`config.mk`:
```
export PLATFORM = sky130hd
export DESIGN_NAME = html_tag_strip_entity_decode_unit
export DESIGN_NICKNAME = d
export VERILOG_FILES = /design/src/htsed_pkg.sv /design/src/htsed_stage.sv /design/src/html_tag_strip_entity_decode_unit.sv
export SDC_FILE = /design/constraint.sdc
export NUM_CORES = 1
export LEC_CHECK = 0
export ABC_CLOCK_PERIOD_IN_PS = 21700
export BUFFER_PORTS_ARGS = -buffer_cell sky130_fd_sc_hd__buf_2
export CAP_MARGIN = 40
export CORE_ASPECT_RATIO = 1.75
export CORE_MARGIN = 2
export CORE_UTILIZATION = 40
export DETAILED_ROUTE_END_ITERATION = 10
export GPL_ROUTABILITY_DRIVEN = 1
export GPL_TIMING_DRIVEN = 0
export MAX_ROUTING_LAYER = met4
export SLEW_MARGIN = 5
export SYNTH_ARGS = -nofsm -noshare
export SYNTH_HDL_FRONTEND = slang
export SYNTH_SLANG_ARGS = --single-unit
export TNS_END_PERCENT = 10
```
`constraint.sdc`:
```
create_clock -name clock -period 21.7 [get_ports clock]
set_clock_uncertainty 0.2 [all_clocks]
set_input_delay 4.34 -clock clock [delete_from_list [all_inputs] [get_ports clock]]
set_output_delay 4.34 -clock clock [all_outputs]
set_load 0.01 [all_outputs]
```
`src/htsed_pkg.sv`:
```
// Shared types, entity tables and tag-name tables for the HTML text extractor.
package htsed_pkg;

   localparam int NumStages  = 9;
   localparam int MaxTagName = 16;
   localparam int NumBlock   = 23;

   typedef logic [9:0][7:0]  word_type;
   typedef logic [MaxTagName-1:0][7:0] name_type;
   typedef logic [7:0][7:0]  pat_type;
   typedef logic [2:0][7:0]  rep_type;

   // One token of the internal byte stream. The flush applies after the byte.
   typedef struct packed {
      logic       has_byte;
      logic       flush;
      logic [7:0] data;
   } tok_type;

   // Turns a right-aligned string literal into a byte array with char 0 at index 0.
   function automatic word_type to_word(input logic [79:0] lit, input logic [3:0] len);
      word_type w;
      int       pos;
      w = '0;
      for (int i = 0; i < 10; i++) begin
         pos = (i < int'(len)) ? (int'(len) - 1 - i) : 0;
         if (i < int'(len)) w[i] = lit[pos*8 +: 8];
      end
      return w;
   endfunction

   function automatic logic [2:0] ent_plen(input logic [3:0] s);
      logic [2:0] n;
      unique case (s)
         4'd0:    n = 3'd5;
         4'd1:    n = 3'd4;
         4'd2:    n = 3'd4;
         4'd3:    n = 3'd6;
         4'd4:    n = 3'd5;
         4'd5:    n = 3'd6;
         4'd6:    n = 3'd6;
         4'd7:    n = 3'd7;
         default: n = 3'd7;
      endcase
      return n;
   endfunction

   function automatic pat_type ent_pat(input logic [3:0] s);
      logic [79:0] lit;
      word_type    w;
      pat_type     p;
      unique case (s)
         4'd0:    lit = 80'("&amp;");
         4'd1:    lit = 80'("&lt;");
         4'd2:    lit = 80'("&gt;");
         4'd3:    lit = 80'("&quot;");
         4'd4:    lit = 80'("&#39;");
         4'd5:    lit = 80'("&nbsp;");
         4'd6:    lit = 80'("&apos;");
         4'd7:    lit = 80'("&mdash;");
         default: lit = 80'("&ndash;");
      endcase
      w = to_word(lit, {1'b0, ent_plen(s)});
      for (int i = 0; i < 8; i++) p[i] = w[i];
      return p;
   endfunction

   function automatic logic [1:0] ent_rlen(input logic [3:0] s);
      return (s >= 4'd7) ? 2'd3 : 2'd1;
   endfunction

   function automatic rep_type ent_rep(input logic [3:0] s);
      rep_type r;
      r = '0;
      unique case (s)
         4'd0:    r[0] = 8'h26;
         4'd1:    r[0] = 8'h3C;
         4'd2:    r[0] = 8'h3E;
         4'd3:    r[0] = 8'h22;
         4'd4:    r[0] = 8'h27;
         4'd5:    r[0] = 8'h20;
         4'd6:    r[0] = 8'h27;
         4'd7:    begin
            r[0] = 8'hE2; r[1] = 8'h80; r[2] = 8'h94;
         end
         default: begin
            r[0] = 8'hE2; r[1] = 8'h80; r[2] = 8'h93;
         end
      endcase
      return r;
   endfunction

   function automatic logic [3:0] block_len(input logic [4:0] k);
      logic [3:0] n;
      unique case (k)
         5'd0:                         n = 4'd1;
         5'd1, 5'd14:                  n = 4'd3;
         5'd13:                        n = 4'd10;
         5'd15, 5'd16:                 n = 4'd7;
         5'd17, 5'd18:                 n = 4'd6;
         5'd19:                        n = 4'd3;
         5'd20:                        n = 4'd4;
         default:                      n = 4'd2;
      endcase
      return n;
   endfunction

   function automatic word_type block_word(input logic [4:0] k);
      logic [79:0] lit;
      unique case (k)
         5'd0:    lit = 80'("p");
         5'd1:    lit = 80'("div");
         5'd2:    lit = 80'("br");
         5'd3:    lit = 80'("h1");
         5'd4:    lit = 80'("h2");
         5'd5:    lit = 80'("h3");
         5'd6:    lit = 80'("h4");
         5'd7:    lit = 80'("h5");
         5'd8:    lit = 80'("h6");
         5'd9:    lit = 80'("li");
         5'd10:   lit = 80'("tr");
         5'd11:   lit = 80'("td");
         5'd12:   lit = 80'("th");
         5'd13:   lit = 80'("blockquote");
         5'd14:   lit = 80'("pre");
         5'd15:   lit = 80'("section");
         5'd16:   lit = 80'("article");
         5'd17:   lit = 80'("header");
         5'd18:   lit = 80'("footer");
         5'd19:   lit = 80'("nav");
         5'd20:   lit = 80'("main");
         5'd21:   lit = 80'("ul");
         default: lit = 80'("ol");
      endcase
      return to_word(lit, block_len(k));
   endfunction

   // True when the stored name, starting at off, equals the word exactly.
   function automatic logic name_is(input name_type chars, input logic [4:0] len,
                                    input logic off, input word_type w,
                                    input logic [3:0] wlen);
      logic ok;
      ok = (len <= 5'(MaxTagName)) && (len >= {4'd0, off}) &&
           ((len - {4'd0, off}) == {1'b0, wlen});
      for (int i = 0; i < 10; i++) begin
         if (i < int'(wlen) && (i + int'(off)) < MaxTagName) begin
            if (chars[i + int'(off)] != w[i]) ok = 1'b0;
         end
      end
      return ok;
   endfunction

endpackage

```
`src/htsed_stage.sv`:
```
// One entity replacer stage: holds a pattern prefix and emits one byte per cycle while out_ready is high.
module htsed_stage
   import htsed_pkg::*;
(
   input  logic       clock,
   input  logic       reset,
   input  pat_type    pat,
   input  logic [2:0] pat_len,
   input  rep_type    rep,
   input  logic [1:0] rep_len,
   input  logic       in_valid,
   output logic       in_ready,
   input  tok_type    in_tok,
   output logic       out_valid,
   input  logic       out_ready,
   output tok_type    out_tok
);

   logic       tok_valid_ff, tok_valid_in;
   tok_type    tok_ff;
   logic [2:0] idx_ff, idx_in;
   logic [2:0] match_ff, match_in;

   logic       hit, complete, extend, mism, addc, last_emit, done;
   logic [2:0] m_mid;
   logic [3:0] l1, lf, n, n_eff, rel;
   logic [7:0] c;

   always_comb begin
      c        = tok_ff.data;
      hit      = tok_ff.has_byte && (c == pat[match_ff]);
      complete = hit && ((match_ff + 3'd1) == pat_len);
      extend   = hit && !complete;
      mism     = tok_ff.has_byte && !hit;
      addc     = mism && (c != pat[0]);
      if (complete)    l1 = {2'd0, rep_len};
      else if (mism)   l1 = {1'b0, match_ff};
      else             l1 = 4'd0;
      if (complete)    m_mid = 3'd0;
      else if (extend) m_mid = match_ff + 3'd1;
      else if (mism)   m_mid = (c == pat[0]) ? 3'd1 : 3'd0;
      else             m_mid = match_ff;
      lf    = tok_ff.flush ? {1'b0, m_mid} : 4'd0;
      n     = l1 + {3'd0, addc} + lf;
      n_eff = (n == 4'd0 && tok_ff.flush) ? 4'd1 : n;

      // Output order: held prefix or replacement, then the byte, then the flushed prefix.
      rel = {1'b0, idx_ff} - l1 - {3'd0, addc};
      out_tok.has_byte = (n != 4'd0);
      out_tok.flush    = 1'b0;
      if ({1'b0, idx_ff} < l1)
         out_tok.data = complete ? rep[idx_ff[1:0]] : pat[idx_ff];
      else if (addc && ({1'b0, idx_ff} == l1))
         out_tok.data = c;
      else
         out_tok.data = pat[rel[2:0]];
      if (n == 4'd0) out_tok.data = 8'h00;

      last_emit     = ({1'b0, idx_ff} == (n_eff - 4'd1));
      out_tok.flush = tok_ff.flush && last_emit;
      out_valid     = tok_valid_ff && (n_eff != 4'd0);
      done          = tok_valid_ff && ((n_eff == 4'd0) || (out_ready && last_emit));
      in_ready      = !tok_valid_ff || done;

      tok_valid_in = tok_valid_ff;
      idx_in       = idx_ff;
      match_in     = match_ff;
      if (done) begin
         tok_valid_in = 1'b0;
         idx_in       = 3'd0;
         match_in     = tok_ff.flush ? 3'd0 : m_mid;
      end else if (out_valid && out_ready) begin
         idx_in = idx_ff + 3'd1;
      end
      if (in_valid && in_ready) tok_valid_in = 1'b1;
   end

   always_ff @(posedge clock) begin
      if (reset) begin
         tok_valid_ff <= 1'b0;
         idx_ff       <= 3'd0;
         match_ff     <= 3'd0;
      end else begin
         tok_valid_ff <= tok_valid_in;
         idx_ff       <= idx_in;
         match_ff     <= match_in;
      end
   end

   always_ff @(posedge clock) begin
      if (in_valid && in_ready) tok_ff <= in_tok;
   end

endmodule

```
`src/html_tag_strip_entity_decode_unit.sv`:
```
// Top level of the HTML to plain text converter: tag parser, entity chain, result register.
//
//   channel | dir | payload
//   req     | in  | tdata = raw byte, tlast = final byte of the document
//   rsp     | out | tdata = text byte, tuser = byte present, tlast = end of text
//
// Plain text bytes pass at one byte per cycle and req is taken every cycle while
// the chain keeps moving. A byte whose entity prefix breaks, a replacement of
// several bytes, or the flush on tlast holds a stage until it has emitted all
// its bytes, and upstream stalls meanwhile. Reset clears the parser and all
// stage prefixes; rsp_tready low holds the result and backs up the chain.
module html_tag_strip_entity_decode_unit
   import htsed_pkg::*;
(
   input  logic       clock,
   input  logic       reset,
   input  logic       req_tvalid,
   output logic       req_tready,
   input  logic [7:0] req_tdata,   // [7:0] in_byte
   input  logic       req_tlast,
   output logic       rsp_tvalid,
   input  logic       rsp_tready,
   output logic [7:0] rsp_tdata,   // [7:0] out_byte
   output logic       rsp_tuser,   // [0] byte_valid
   output logic       rsp_tlast
);

   logic       inside_ff, inside_in;
   logic       supp_ff, supp_in;
   name_type   chars_ff;
   logic [4:0] len_ff, len_in;
   logic       ended_ff, ended_in;
   logic [1:0] run_ff, run_in;

   logic       req_fire, closing, ss, blk, emit, keep, append, is_space;
   logic [7:0] c, tc, lc;
   tok_type    fe_tok;
   logic       fe_valid;

   logic    [NumStages:0] s_valid, s_ready;
   tok_type [NumStages:0] s_tok;

   logic       rsp_valid_ff;
   logic [7:0] rsp_data_ff;
   logic       rsp_user_ff, rsp_last_ff;
   logic       rsp_load;

   assign req_fire = req_tvalid && req_tready;
   assign req_tready = s_ready[0];

   always_comb begin
      c        = req_tdata;
      is_space = (c == 8'h20) || (c >= 8'h09 && c <= 8'h0D);
      lc       = (c >= "A" && c <= "Z") ? c + 8'h20 : c;
      closing  = (len_ff >= 5'd1) && (len_ff <= 5'(MaxTagName)) && (chars_ff[0] == "/");
      ss = name_is(chars_ff, len_ff, closing, to_word(80'("script"), 4'd6), 4'd6) ||
           name_is(chars_ff, len_ff, closing, to_word(80'("style"), 4'd5), 4'd5);
      blk = 1'b0;
      for (int k = 0; k < NumBlock; k++) begin
         if (name_is(chars_ff, len_ff, closing, block_word(5'(k)), block_len(5'(k))))
            blk = 1'b1;
      end

      inside_in = inside_ff;
      supp_in   = supp_ff;
      len_in    = len_ff;
      ended_in  = ended_ff;
      run_in    = run_ff;
      emit      = 1'b0;
      append    = 1'b0;
      tc        = c;

      if (inside_ff) begin
         if (c == ">") begin
            inside_in = 1'b0;
            if (ss) supp_in = !closing;
            if (blk) begin
               emit = 1'b1;
               tc   = 8'h0A;
            end
            len_in   = 5'd0;
            ended_in = 1'b0;
         end else if (!ended_ff) begin
            if (is_space) begin
               if (len_ff != 5'd0) ended_in = 1'b1;
            end else if (len_ff == 5'd0 || (c != "=" && c != 8'h22 && c != 8'h27)) begin
               append = 1'b1;
            end
         end
      end else if (c == "<") begin
         inside_in = 1'b1;
         len_in    = 5'd0;
         ended_in  = 1'b0;
      end else if (!supp_ff) begin
         emit = 1'b1;
      end

      if (append) len_in = (len_ff < 5'(MaxTagName)) ? len_ff + 5'd1 : 5'(MaxTagName + 1);

      // Newline runs collapse to two.
      keep = emit;
      if (emit) begin
         if (tc == 8'h0A) begin
            if (run_ff >= 2'd2) keep = 1'b0;
            else run_in = run_ff + 2'd1;
         end else begin
            run_in = 2'd0;
         end
      end

      if (req_tlast) begin
         inside_in = 1'b0;
         supp_in   = 1'b0;
         len_in    = 5'd0;
         ended_in  = 1'b0;
         run_in    = 2'd0;
      end

      fe_tok.has_byte = keep;
      fe_tok.flush    = req_tlast;
      fe_tok.data     = tc;
      fe_valid        = req_fire && (keep || req_tlast);
   end

   always_ff @(posedge clock) begin
      if (reset) begin
         inside_ff <= 1'b0;
         supp_ff   <= 1'b0;
         len_ff    <= 5'd0;
         ended_ff  <= 1'b0;
         run_ff    <= 2'd0;
      end else if (req_fire) begin
         inside_ff <= inside_in;
         supp_ff   <= supp_in;
         len_ff    <= len_in;
         ended_ff  <= ended_in;
         run_ff    <= run_in;
      end
   end

   always_ff @(posedge clock) begin
      if (req_fire && append && len_ff < 5'(MaxTagName)) chars_ff[len_ff[3:0]] <= lc;
   end

   assign s_valid[0] = fe_valid;
   assign s_tok[0]   = fe_tok;

   for (genvar s = 0; s < NumStages; s++) begin : g_stage
      htsed_stage u_stage (
         .clock     (clock),
         .reset     (reset),
         .pat       (ent_pat(4'(s))),
         .pat_len   (ent_plen(4'(s))),
         .rep       (ent_rep(4'(s))),
         .rep_len   (ent_rlen(4'(s))),
         .in_valid  (s_valid[s]),
         .in_ready  (s_ready[s]),
         .in_tok    (s_tok[s]),
         .out_valid (s_valid[s+1]),
         .out_ready (s_ready[s+1]),
         .out_tok   (s_tok[s+1])
      );
   end

   assign s_ready[NumStages] = !rsp_valid_ff || rsp_tready;
   assign rsp_load = s_valid[NumStages] && s_ready[NumStages];

   always_ff @(posedge clock) begin
      if (reset) begin
         rsp_valid_ff <= 1'b0;
      end else if (s_ready[NumStages]) begin
         rsp_valid_ff <= s_valid[NumStages];
      end
   end

   always_ff @(posedge clock) begin
      if (rsp_load) begin
         rsp_data_ff <= s_tok[NumStages].has_byte ? s_tok[NumStages].data : 8'h00;
         rsp_user_ff <= s_tok[NumStages].has_byte;
         rsp_last_ff <= s_tok[NumStages].flush;
      end
   end

   assign rsp_tvalid = rsp_valid_ff;
   assign rsp_tdata  = rsp_data_ff;
   assign rsp_tuser  = rsp_user_ff;
   assign rsp_tlast  = rsp_last_ff;

   // A transfer without a byte is only ever the bare end marker.
   a_bare_is_end: assert property (@(posedge clock) disable iff (reset)
      rsp_tvalid && !rsp_tuser |-> rsp_tlast && rsp_tdata == 8'h00)
      else $error("bare result without end of text");

   a_run_bound: assert property (@(posedge clock) disable iff (reset)
      run_ff != 2'd3)
      else $error("newline run counter overflow");

   a_len_bound: assert property (@(posedge clock) disable iff (reset)
      len_ff <= 5'(MaxTagName + 1))
      else $error("tag name length out of range");

   a_last_clears: assert property (@(posedge clock) disable iff (reset)
      req_fire && req_tlast |=> !inside_ff && !supp_ff && len_ff == 5'd0)
      else $error("parser state not cleared after final byte");

endmodule
```
; Yosys cells after proc, flatten, opt, wreduce, memory -nomap -nowiden
; Memory sizes are Yosys's and may differ from the RTL's. A register that Yosys moved wholly into a read port is not among the register bits.
; Cells that the tools add are included.
[totals]
ff_bits = 302
mem_bits_ro = 1728
inputBits = 13
out_inout_bits = 12
elab_cells = 1103
memories = 27
[mem_list]
columns = memory, words, word_bits, read_ports, rd_ports_with_merged_regs, write_ports, line_no
row1 = (no name shown), 8, 8, 1, 0, 0, htsed_stage.sv:56  ; out_tok.data = pat[rel[2:0]];
row2 = (no name shown), 8, 8, 1, 1, 0, htsed_stage.sv:31  ; hit = tok_ff.has_byte && (c == pat[match_ff]);
row3 = (no name shown), 8, 8, 1, 1, 0, htsed_stage.sv:52  ; out_tok.data = complete ? rep[idx_ff[1:0]] : pat[idx_ff];
row4 = (no name shown), 8, 8, 1, 1, 0, htsed_stage.sv:31
row5 = (no name shown), 8, 8, 1, 1, 0, htsed_stage.sv:31
row6 = (no name shown), 8, 8, 1, 1, 0, htsed_stage.sv:31
row7 = +21 memories, n/a, n/a, n/a, n/a, n/a, n/a
[op_classes]
add_sub_neg = 76
n_lt_le_gt_ge = 76
n_eq_ne = 132
n_mux = 464
bitwise_logic = 1
n_reduce_logical = 248
[ops]
columns = operator, count
row1 = 8-bit two-way mux, 88
row2 = 8-bit by 7-bit inequality test with 1-bit output (second input constant), 54
row3 = 32-bit by 6-bit less-than comparator with 1-bit output (second input constant), 10
row4 = 3-bit two-way mux, 99
row5 = 8-bit binary-select mux with 4-bit select, 9
row6 = 1-bit two-way mux, 238
row7 = 8-bit binary-select mux with 2-bit select, 9
row8 = 8-bit by 6-bit inequality test with 1-bit output (second input constant), 18
row9 = 1-bit logical AND, 129
row10 = 128-bit bitwise mux, 1
row11 = 3-bit by 4-bit less-than comparator with 1-bit output (second input constant), 27
row12 = 8-bit by 6-bit equality test with 1-bit output (second input constant), 13
row13 = 4-bit nonzero test, 19
row14 = 8-bit equality test, 9
row15 = 4-bit zero test, 18
row16 = 3-bit by 1-bit adder with 3-bit output (second input constant), 18
row17 = 3-bit by 1-bit adder with 4-bit output, 9
row18 = 4-bit adder, 9
row19 = 3-bit by 4-bit equality test with 1-bit output, 9
row20 = 4-bit two-way mux, 9
row21 = 4-bit by 1-bit subtractor with 4-bit output (second input constant), 9
row22 = 8-bit demux with 4-bit select, 1
row23 = 5-bit two-way mux, 6
row24 = 1-bit zero test, 29
row25 = 46 further kinds, 157

; Logic depth before layout (Yosys ltp)
; Gate-level depths: netlist of the first run.
[logic_depth]
depth_word = 56
ltp_mapped = 32
ltp_nobuf = 31

; By module
; A second synthesis of the first run with hierarchy kept.
[unflattened]
cells_unflattened = 3467
area_unflattened_um2 = 36438.7
[modules_own_cells]
columns = module, n_inst, cells_per_inst, area_each_um2, seq_area_each_um2
row1 = htsed_stage at g_stage[0].u_stage ..., 3, 343, 3485.8, 440.4
row2 = htsed_stage at g_stage[5].u_stage ..., 3, 306, 3274.4, 440.4
row3 = htsed_stage at g_stage[4].u_stage ..., 2, 318, 3314.4, 440.4
row4 = html_tag_strip_entity_decode_unit, 1, 571, 6170.9, 3163.0
row5 = htsed_stage at g_stage[3].u_stage, 1, 313, 3358.2, 440.4

; Worst setup path after synthesis of the first run
; OpenSTA, ideal clock, no wires.
[synth_path]
path_type = input port to output port
from = in rsp_tready
to = out req_tready
t_arrival_ps = 5908
required_time_ps = 17160
setup_slack_ps = 11252
stages = 8
path_buffers = 0
path_cell_list = nand2b_1 and2_1 a21o_2 a311oi_4 a2bb2oi_4 a21oi_4 nor2_1 o21ai_0
[synth_via]
elab_chain_len = 37
[synth_lines]
columns = item, line_no
row1 = from (decl), html_tag_strip_entity_decode_unit.sv:22  ; input logic rsp_tready,
row2 = 1-bit logical OR, html_tag_strip_entity_decode_unit.sv:165  ; assign s_ready[NumStages] = !rsp_valid_ff || rsp_tready;
row3 = 1-bit logical AND, htsed_stage.sv:62  ; done = tok_valid_ff && ((n_eff == 4'd0) || (out_ready && last_emit));
row4 = 1-bit logical OR, htsed_stage.sv:62
row5 = 1-bit logical AND, htsed_stage.sv:62
row6 = 1-bit logical OR, htsed_stage.sv:63  ; in_ready = !tok_valid_ff || done;
row7 = 1-bit logical AND, htsed_stage.sv:62
row8 = 1-bit logical OR, htsed_stage.sv:62
row9 = 1-bit logical AND, htsed_stage.sv:62
row10 = (+21 left out), n/a
row11 = 1-bit logical AND, htsed_stage.sv:62
row12 = 1-bit logical OR, htsed_stage.sv:62
row13 = 1-bit logical AND, htsed_stage.sv:62
row14 = 1-bit logical OR, htsed_stage.sv:63
row15 = 1-bit logical AND, htsed_stage.sv:62
row16 = 1-bit logical OR, htsed_stage.sv:62
row17 = 1-bit logical AND, htsed_stage.sv:62
row18 = 1-bit logical OR, htsed_stage.sv:63
row19 = to (decl), html_tag_strip_entity_decode_unit.sv:18  ; output logic req_tready,
; No other way between the ends.

; Worst setup path in the final report of the first run
[layout_path]
from = reg g_stage[7].u_stage.tok_ff (netlist bit g_stage[7].u_stage.c[0])
to = out req_tready
[layout_via]
elab_chain_len = 46
word_cells_on_any_way = 57
cone_classes = 3 x add/sub / 4 x eq/ne / 8 x mux / 42 x reduce/logical
[layout_lines]
columns = item, line_no
row1 = from (decl), htsed_stage.sv:20  ; tok_type tok_ff;
row2 = from (signal assigned), htsed_stage.sv:91  ; if (in_valid && in_ready) tok_ff <= in_tok;
row3 = branches (longest 8 deep; another with 3-bit by 1-bit adder with 4-bit output), n/a
row4 = 4-bit adder *, htsed_stage.sv:44  ; n = l1 + {3'd0, addc} + lf;
row5 = 4-bit zero test, htsed_stage.sv:45  ; n_eff = (n == 4'd0 && tok_ff.flush) ? 4'd1 : n;
row6 = 1-bit logical AND, htsed_stage.sv:45
row7 = 4-bit two-way mux *, htsed_stage.sv:45
row8 = 4-bit by 1-bit subtractor with 4-bit output, htsed_stage.sv:59  ; last_emit = ({1'b0, idx_ff} == (n_eff - 4'd1));
row9 = 3-bit by 4-bit equality test with 1-bit output, htsed_stage.sv:59
row10 = 1-bit logical AND, htsed_stage.sv:62
row11 = (+23 left out), n/a
row12 = 1-bit logical AND *, htsed_stage.sv:62
row13 = 1-bit logical OR *, htsed_stage.sv:62
row14 = 1-bit logical AND *, htsed_stage.sv:62
row15 = 1-bit logical OR *, htsed_stage.sv:63
row16 = 1-bit logical AND *, htsed_stage.sv:62
row17 = 1-bit logical OR *, htsed_stage.sv:62
row18 = 1-bit logical AND *, htsed_stage.sv:62
row19 = 1-bit logical OR *, htsed_stage.sv:63
; Mark *: on every way between the ends.

==> results of run 1 <==
-- per-stage QoR --
| step | power (uW) | utilization [%] | cell area [um2] |
|---|---|---|---|
| 2_1_floorplan | 954.7 | - | 24290 |
| 3_3_place_gp | 1013 | 42.21 | 25390 |
| 3_5_place_dp | 1022 | 42.63 | 25650 |
| 4_1_cts | 1688 | 44.70 | 26890 |
| 5_1_grt | 1738 | 44.72 | 26900 |
| 6_report | 1673 | 44.73 | 26900 |
-- power by group through the flow --
stage / Sequential (uW) / Combinational (uW) / Clock (uW)
after floorplan: 814 / 141 / 0
after global placement: 825 / 188 / 0
after detailed placement: 825 / 197 / 0
after CTS: 810 / 198 / 681
after global routing: 811 / 221 / 707
final: 809 / 197 / 666
-- metal layers --
metal  up-vias  track usage (%)  part of all wire [%]
li1       9392                -                     -
met2       394            43.52                    57
met3       205            2.667                   3.0
met1      9242            19.04                    34
met5         -                -                     0
met4         0            12.25                   6.2
-- path summary, 6_finish.rpt --
path / slack [ns] / end / from
setup reg to reg: 13.21 / register / g_stage[7].u_stage.c[0]
setup / recovery: 9.40 / req_tready / g_stage[7].u_stage.c[0]
hold / removal: 0.26 / ended_ff / ended_ff
hold reg to reg: 0.26 / ended_ff / ended_ff
-- cells in the final DEF, fill, tap and decap left out, types with 44 or more instances in the layout --
cell                         n
sky130_fd_sc_hd__nor2b_1    45
sky130_fd_sc_hd__xnor2_1    58
sky130_fd_sc_hd__mux2i_1    44
sky130_fd_sc_hd__nand3_1    61
sky130_fd_sc_hd__edfxtp_1  188
sky130_fd_sc_hd__a21oi_1   127
sky130_fd_sc_hd__nand2_1   227
sky130_fd_sc_hd__dfxtp_1   198
sky130_fd_sc_hd__o21ai_0    84
sky130_fd_sc_hd__clkbuf_1   77
sky130_fd_sc_hd__xor2_1    102
sky130_fd_sc_hd__nor3_1     79
sky130_fd_sc_hd__nor2_1    269
sky130_fd_sc_hd__ha_1      182
sky130_fd_sc_hd__a211oi_1   56
sky130_fd_sc_hd__inv_1     206
-- cells by family (layout without fill, tap and decap cells) --
logic type                 count (synthesis)  after routing  share of synthesized area, %
AOI/OAI and AO/OA                        479            479                         13.43
xor gates and xnor gates                 162            162                         5.902
adders and majority gates                218            218                         12.34
buffers and inverters                    291            410                         4.615
DFF                                      386            386                         39.55
muxes                                     74             74                         3.219
other                                      0              2                             0
and+or+nand+nor                          990            990                         20.94
-- area by class of cell --
cell class	instances	area, um2	area share (%)
multi-input combinational	1923	13630	50.66
sequential	386	9609	35.72
clock buffer	49	1045	3.883
tap	786	983.4	3.655
inverter	209	784.5	2.916
buffer	82	336.6	1.251
timing repair buffer	45	314.1	1.167
clock inverter	25	196.4	0.7302
antenna	2	5.005	0.01860
-- cell usage after synthesis (18+ instances only) --
cell type and n:
sky130_fd_sc_hd__xnor2_1 58, sky130_fd_sc_hd__or3_1 18, sky130_fd_sc_hd__nor3_1 79, sky130_fd_sc_hd__nand4_1 28, sky130_fd_sc_hd__fa_1 36, sky130_fd_sc_hd__nor2b_1 45, sky130_fd_sc_hd__nand3_1 61, sky130_fd_sc_hd__nor4bb_1 19
sky130_fd_sc_hd__o21ai_0 84, sky130_fd_sc_hd__nor4_1 46, sky130_fd_sc_hd__a21oi_1 128, sky130_fd_sc_hd__a21o_1 18, sky130_fd_sc_hd__clkbuf_1 69, sky130_fd_sc_hd__xor2_1 102, sky130_fd_sc_hd__dfxtp_1 198, sky130_fd_sc_hd__nand2_1 227
sky130_fd_sc_hd__inv_1 206, sky130_fd_sc_hd__mux2i_1 44, sky130_fd_sc_hd__a31oi_1 20, sky130_fd_sc_hd__and2_1 41, sky130_fd_sc_hd__nand2b_1 37, sky130_fd_sc_hd__a211oi_1 56, sky130_fd_sc_hd__mux2_2 23, sky130_fd_sc_hd__ha_1 182
sky130_fd_sc_hd__nor2_1 269, sky130_fd_sc_hd__edfxtp_1 188
==> results.py, run 1 <==
metrics = {
    "status": {
        "outcome": "finished clean",
    },
    "synth": {
        "mappedNetlistArea_um2": 24290,
        "share_of_synthesized_area_occupied_by_flip_flops_and_latches_pct": 39.56,
        "synth_largest_area_cell": "sky130_fd_sc_hd__edfxtp_1",
        "synth-async-reset-ratio_pct": 0,
        "mapped_nets": 2831,
        "syn_inst": 2600,
        "synth-warning-count": 0,
        "synth_top_area_share_pct": 23.24,
        "yosysUniqueCellTypes": 107,
        "ys_top_cells_by_area": "sky130_fd_sc_hd__edfxtp_1, sky130_fd_sc_hd__dfxtp_1, sky130_fd_sc_hd__ha_1",
        "post_synth_edffs": 188,
        "post_synth.cell_area_avg_um2": 9.344,
        "synth.ff_latch_count": 386,
        "flip_flop_cell_with_the_highest_count_after_synthesis": "sky130_fd_sc_hd__dfxtp_1",
    },
    "power": {
        "power.sequential.fraction_pct": 48.4,
        "power.static_leakage_uw": 0.01045,
        "power_density_nw_per_um2": 62.17,
        "clkPwrFrac_pct": 39.8,
        "ir_drop_uv": 70.14,
        "p_sw_share_pct": 27.04,
        "combinationalPowerShare_pct": 11.8,
        "p_int_uw": 1220,
        "power_dissipated_by_switching_net_loads_uw": 452.2,
    },
    "detailed_routing": {
        "drtPass1Iterations": 6,
        "via_per_inst": 5.484,
        "total_wire_length_um": 65600,
        "via_count": 19230,
        "drt_first_iter_violations": 1098,
        "drc_violations_left": 0,
        "wire_per_inst_um": 18.71,
        "postRouteAntennaNets": 0,
    },
    "worst_setup_path": {
        "worst_ep_arrival_time_ns": 7.76,
        "timing.critical_path.buf_inv": 3,
        "critPathMaxStageDelay_ns": 0.56,
        "crit_path_frequent_cell": "sky130_fd_sc_hd__nand2_1",
        "crit_path_start_kind": "register",
        "worst-r2r-cell-count": 30,
        "path_delay_family": "simple AND/OR/NAND/NOR gates",
        "crit_slowest_cell": "sky130_fd_sc_hd__o21ai_0",
        "worst-path-max-fanout": 10,
        "cp_data_required_time_ns": 17.16,
        "worst-path-stages": 26,
        "crit_type": "register to output port",
        "worst_setup_path_end_kind": "output port",
    },
    "timing": {
        "setup_tns_ns": 0,
        "share_of_the_clock_period_used_by_the_worst_path_pct": 56.67,
        "fin_hold_ws_ns": 0.2648,
        "post-route-min-period_ns": 12.30,
        "clock.fmax_mhz": 81.31,
        "timing.final.setup_violations": 0,
        "worst-slew-pin-transition_ns": 0.8809,
        "maxSlewViolCount": 0,
        "grt_setup_unrepaired": "false",
        "postLayoutSetupSlackWorst_ns": 9.402,
        "slew_headroom_pct": 41.28,
        "finalHoldViolCount": 0,
    },
    "cts": {
        "post-cts-setup-buffer-count": 0,
        "clock-sinks": 386,
        "clkSlewWorstSetupHoldPaths_ns": 0.06,
        "clk_path_buf_depth": 3,
        "cts_made_buffers": 40,
        "post_cts.resized_instances": 0,
        "clk-insertion-delay-late_ns": 0.60,
        "cts_hold_buf": 0,
        "cts-root-buf": "sky130_fd_sc_hd__clkbuf_16",
        "htree_num_levels": 2,
        "tritoncts_clock_tree": "built",
    },
    "finish": {
        "layout-drive-gt1-share_pct": 7.356,
        "fillerInstances": 5723,
        "final_net_count": 2918,
        "layout.cells.non_filler": 3507,
        "syn2layout_area_growth_pct": 10.74,
    },
    "placed_design": {
        "place_inst": 3430,
        "finalWeightedCongestion": 1.011,
        "detailedPlace.worstSlack_ns": 10.02,
        "count_of_input_and_output_buffers": 23,
        "hpwl_after_dpl_um": 51980,
    },
    "global_route": {
        "globalRouteTotalUtil_pct": 21.73,
        "grt_first_pass_wirelength_um": 104000,
        "pin_count_of_the_biggest_net_entering_global_routing": 20,
        "gr-total-overflow": 0,
        "antenna_violations_before_repair": 2,
        "grt_pass1_vias": 19860,
    },
    "die": {
        "rows": 119,
        "die-area_um2": 62800,
        "placeable_core_region_um2": 60150,
        "fp.dieH_um": 330.0,
        "boundaryPins": 25,
        "fp.dieW_um": 190.3,
        "floorplan.initialDensity_pct": 40.39,
    },
    "run": {
        "maxCapViolations": 0,
    },
    "hold_path": {
        "worst_hold_path.num_cells": 1,
        "worstHoldPathType": "register to register",
    },
}
(Power assumes the default switching activity.)
==> run 2: changes to the inputs <==
--- a/config.mk
+++ b/config.mk
@@ -5,7 +5,7 @@
 export SDC_FILE = /design/constraint.sdc
 export NUM_CORES = 1
 export LEC_CHECK = 0
-export ABC_CLOCK_PERIOD_IN_PS = 21700
+export ABC_CLOCK_PERIOD_IN_PS = 10300
 export BUFFER_PORTS_ARGS = -buffer_cell sky130_fd_sc_hd__buf_2
 export CAP_MARGIN = 40
 export CORE_ASPECT_RATIO = 1.75
==> constraint.sdc (replaced) <==
create_clock -name clock -period 10.3 [get_ports clock]
set_clock_uncertainty 0.2 [all_clocks]
set_input_delay 2.06 -clock clock [delete_from_list [all_inputs] [get_ports clock]]
set_output_delay 2.06 -clock clock [all_outputs]
set_load 0.01 [all_outputs]
==> run 2 against run 1 <==
Register-to-register slack got worse by 11 ns. Critical path depth did not move. Non-clock buffer count did not move. Global-route usage unchanged. Sequential cell count unchanged. Core utilization is the same. Design area is the same. First-iteration DRC count is 5.8% higher. Via count is 0.51% higher. Sequential share of layout area unchanged. Critical endpoint unchanged.
==> results.py, run 2 (synthesis results as in run 1) <==
metrics = {
    "status": {
        "outcome": "finished clean",
    },
    "worst_setup_path": {
        "worst-path-max-fanout": 10,
        "crit_type": "register to output port",
        "worst_ep_arrival_time_ns": 7.35,
        "crit_path_frequent_cell": "sky130_fd_sc_hd__nand2_1",
        "critPathMaxStageDelay_ns": 0.48,
        "worst_setup_path_end_kind": "output port",
        "crit_slowest_cell": "sky130_fd_sc_hd__edfxtp_1",
        "crit_path_start_kind": "register",
        "cp_data_required_time_ns": 8.04,
    },
    "global_route": {
        "antenna_violations_before_repair": 2,
        "grt_first_pass_wirelength_um": 104000,
        "grt_pass1_vias": 19860,
        "gr-total-overflow": 0,
        "pin_count_of_the_biggest_net_entering_global_routing": 20,
        "globalRouteTotalUtil_pct": 21.73,
    },
    "detailed_routing": {
        "via_count": 19330,
        "via_per_inst": 5.512,
        "drc_violations_left": 0,
        "routed-wl-met2_um": 37380,
        "wl_met3_um": 2074,
        "highest_layer": "met4",
        "drtPass1Iterations": 6,
        "wire_per_inst_um": 18.68,
        "postRouteAntennaNets": 0,
        "drt_first_iter_violations": 1162,
        "total_wire_length_um": 65500,
        "wirelength_met1_um": 21880,
    },
    "power": {
        "power_density_nw_per_um2": 131.0,
        "combinationalPowerShare_pct": 11.8,
        "power.sequential.fraction_pct": 48.4,
        "ir_drop_uv": 147.9,
        "p_sw_share_pct": 27.02,
        "clkPwrFrac_pct": 39.8,
        "p_int_uw": 2571,
        "power.static_leakage_uw": 0.01045,
        "power_dissipated_by_switching_net_loads_uw": 951.9,
    },
    "placed_design": {
        "hpwl_after_dpl_um": 51980,
        "detailedPlace.worstSlack_ns": 0.9035,
        "count_of_input_and_output_buffers": 23,
        "finalWeightedCongestion": 1.011,
    },
    "timing": {
        "post-route-min-period_ns": 9.615,
        "fin_hold_ws_ns": 0.2648,
        "worst-slew-pin-transition_ns": 0.8799,
        "share_of_the_clock_period_used_by_the_worst_path_pct": 93.35,
        "grt_setup_unrepaired": "false",
        "clock.fmax_mhz": 104.0,
        "slew_headroom_pct": 41.34,
        "maxSlewViolCount": 0,
        "postLayoutSetupSlackWorst_ns": 0.6853,
        "finalHoldViolCount": 0,
        "timing.final.setup_violations": 0,
        "setup_tns_ns": 0,
    },
    "die": {
        "fp.dieW_um": 190.3,
        "placeable_core_region_um2": 60150,
        "boundaryPins": 25,
        "rows": 119,
        "die-area_um2": 62800,
        "floorplan.initialDensity_pct": 40.39,
        "fp.dieH_um": 330.0,
    },
    "finish": {
        "syn2layout_area_growth_pct": 10.74,
        "layout-drive-gt1-share_pct": 7.356,
        "layout.cells.most_common": "sky130_fd_sc_hd__nor2_1",
        "final_net_count": 2918,
        "layout.cells.most_common_list": "sky130_fd_sc_hd__nor2_1, sky130_fd_sc_hd__nand2_1, sky130_fd_sc_hd__inv_1, sky130_fd_sc_hd__dfxtp_1, sky130_fd_sc_hd__edfxtp_1",
        "fillerInstances": 5723,
    },
    "cts": {
        "cts_hold_buf": 0,
        "cts-root-buf": "sky130_fd_sc_hd__clkbuf_16",
        "tritoncts_clock_tree": "built",
        "cts_made_buffers": 40,
        "htree_num_levels": 2,
        "clock-sinks": 386,
        "post-cts-setup-buffer-count": 0,
        "clkSlewWorstSetupHoldPaths_ns": 0.06,
        "clk-insertion-delay-late_ns": 0.60,
        "clk_path_buf_depth": 3,
        "post_cts.resized_instances": 0,
    },
    "run": {
        "maxCapViolations": 0,
    },
    "hold_path": {
        "worstHoldPathType": "register to register",
    },
}
==> run 2: changes by cell type in the layout (fill, tap and decap cells not counted) <==
| cell | change |
|---|---|
| sky130_fd_sc_hd__o21ai_0 | -2 |
| sky130_fd_sc_hd__o21ai_1 | +2 |
==> run 2: layout make-up <==
class	instances	area [um2]	area share, %
buffer	82	336.6	1.251
tap	786	983.4	3.655
clock inverter	25	196.4	0.7302
timing repair buffer	45	314.1	1.167
antenna	2	5.005	0.01860
inverter	209	784.5	2.916
clock buffer	49	1045	3.883
multi-input combinational	1923	13630	50.66
sequential	386	9609	35.72
==> run 2: per-stage QoR <==
stage                     utilization, %  instance area, um2  instances  total power [uW]
after CTS                          44.70               26890       3504              3556
after detailed placement           42.63               25650       3430              2153
after global routing               44.72               26900       3506              3662
after global placement             42.21               25390       3409              2135
after floorplan                        -               24290       2600              2011
final                              44.73               26900       3507              3523
==> run 2: routing by layer <==
metal  track usage, %  vias up
met1            19.04     9286
met4            12.25        0
met5                -        -
li1                 -     9391
met2            43.52      437
met3            2.667      218
==> run 2: worst max-delay path: cells and delay by family, from the launching register on <==
| family | cells | cell delay, ns |
|---|---|---|
| compound gates | 6 | 1.63 |
| xor+xnor | 4 | 0.76 |
| fa+ha+maj | 3 | 1.12 |
| buf+inv | 3 | 0.67 |
| flops | 1 | 0.48 |
| simple gates | 10 | 2.05 |
==> run 2: final timing paths <==
| check | depth (start not counted) | slack, ns | from | to |
|---|---|---|---|---|
| setup / recovery | 26 | 0.69 | g_stage[7].u_stage.c[0] | req_tready |
| hold / removal | 1 | 0.26 | ended_ff | ended_ff |
| setup reg to reg | 30 | 1.92 | g_stage[7].u_stage.c[0] | register |
| hold reg to reg | 1 | 0.26 | ended_ff | ended_ff |
==> run 2: power by group through the flow <==
stage               Sequential [uW]  Combinational, uW  Clock, uW
global route                   1710                465       1490
finish                         1710                416       1400
detailed placement             1740                414          0
CTS                            1710                417       1430
floorplan                      1710                297          0
global placement               1740                396          0
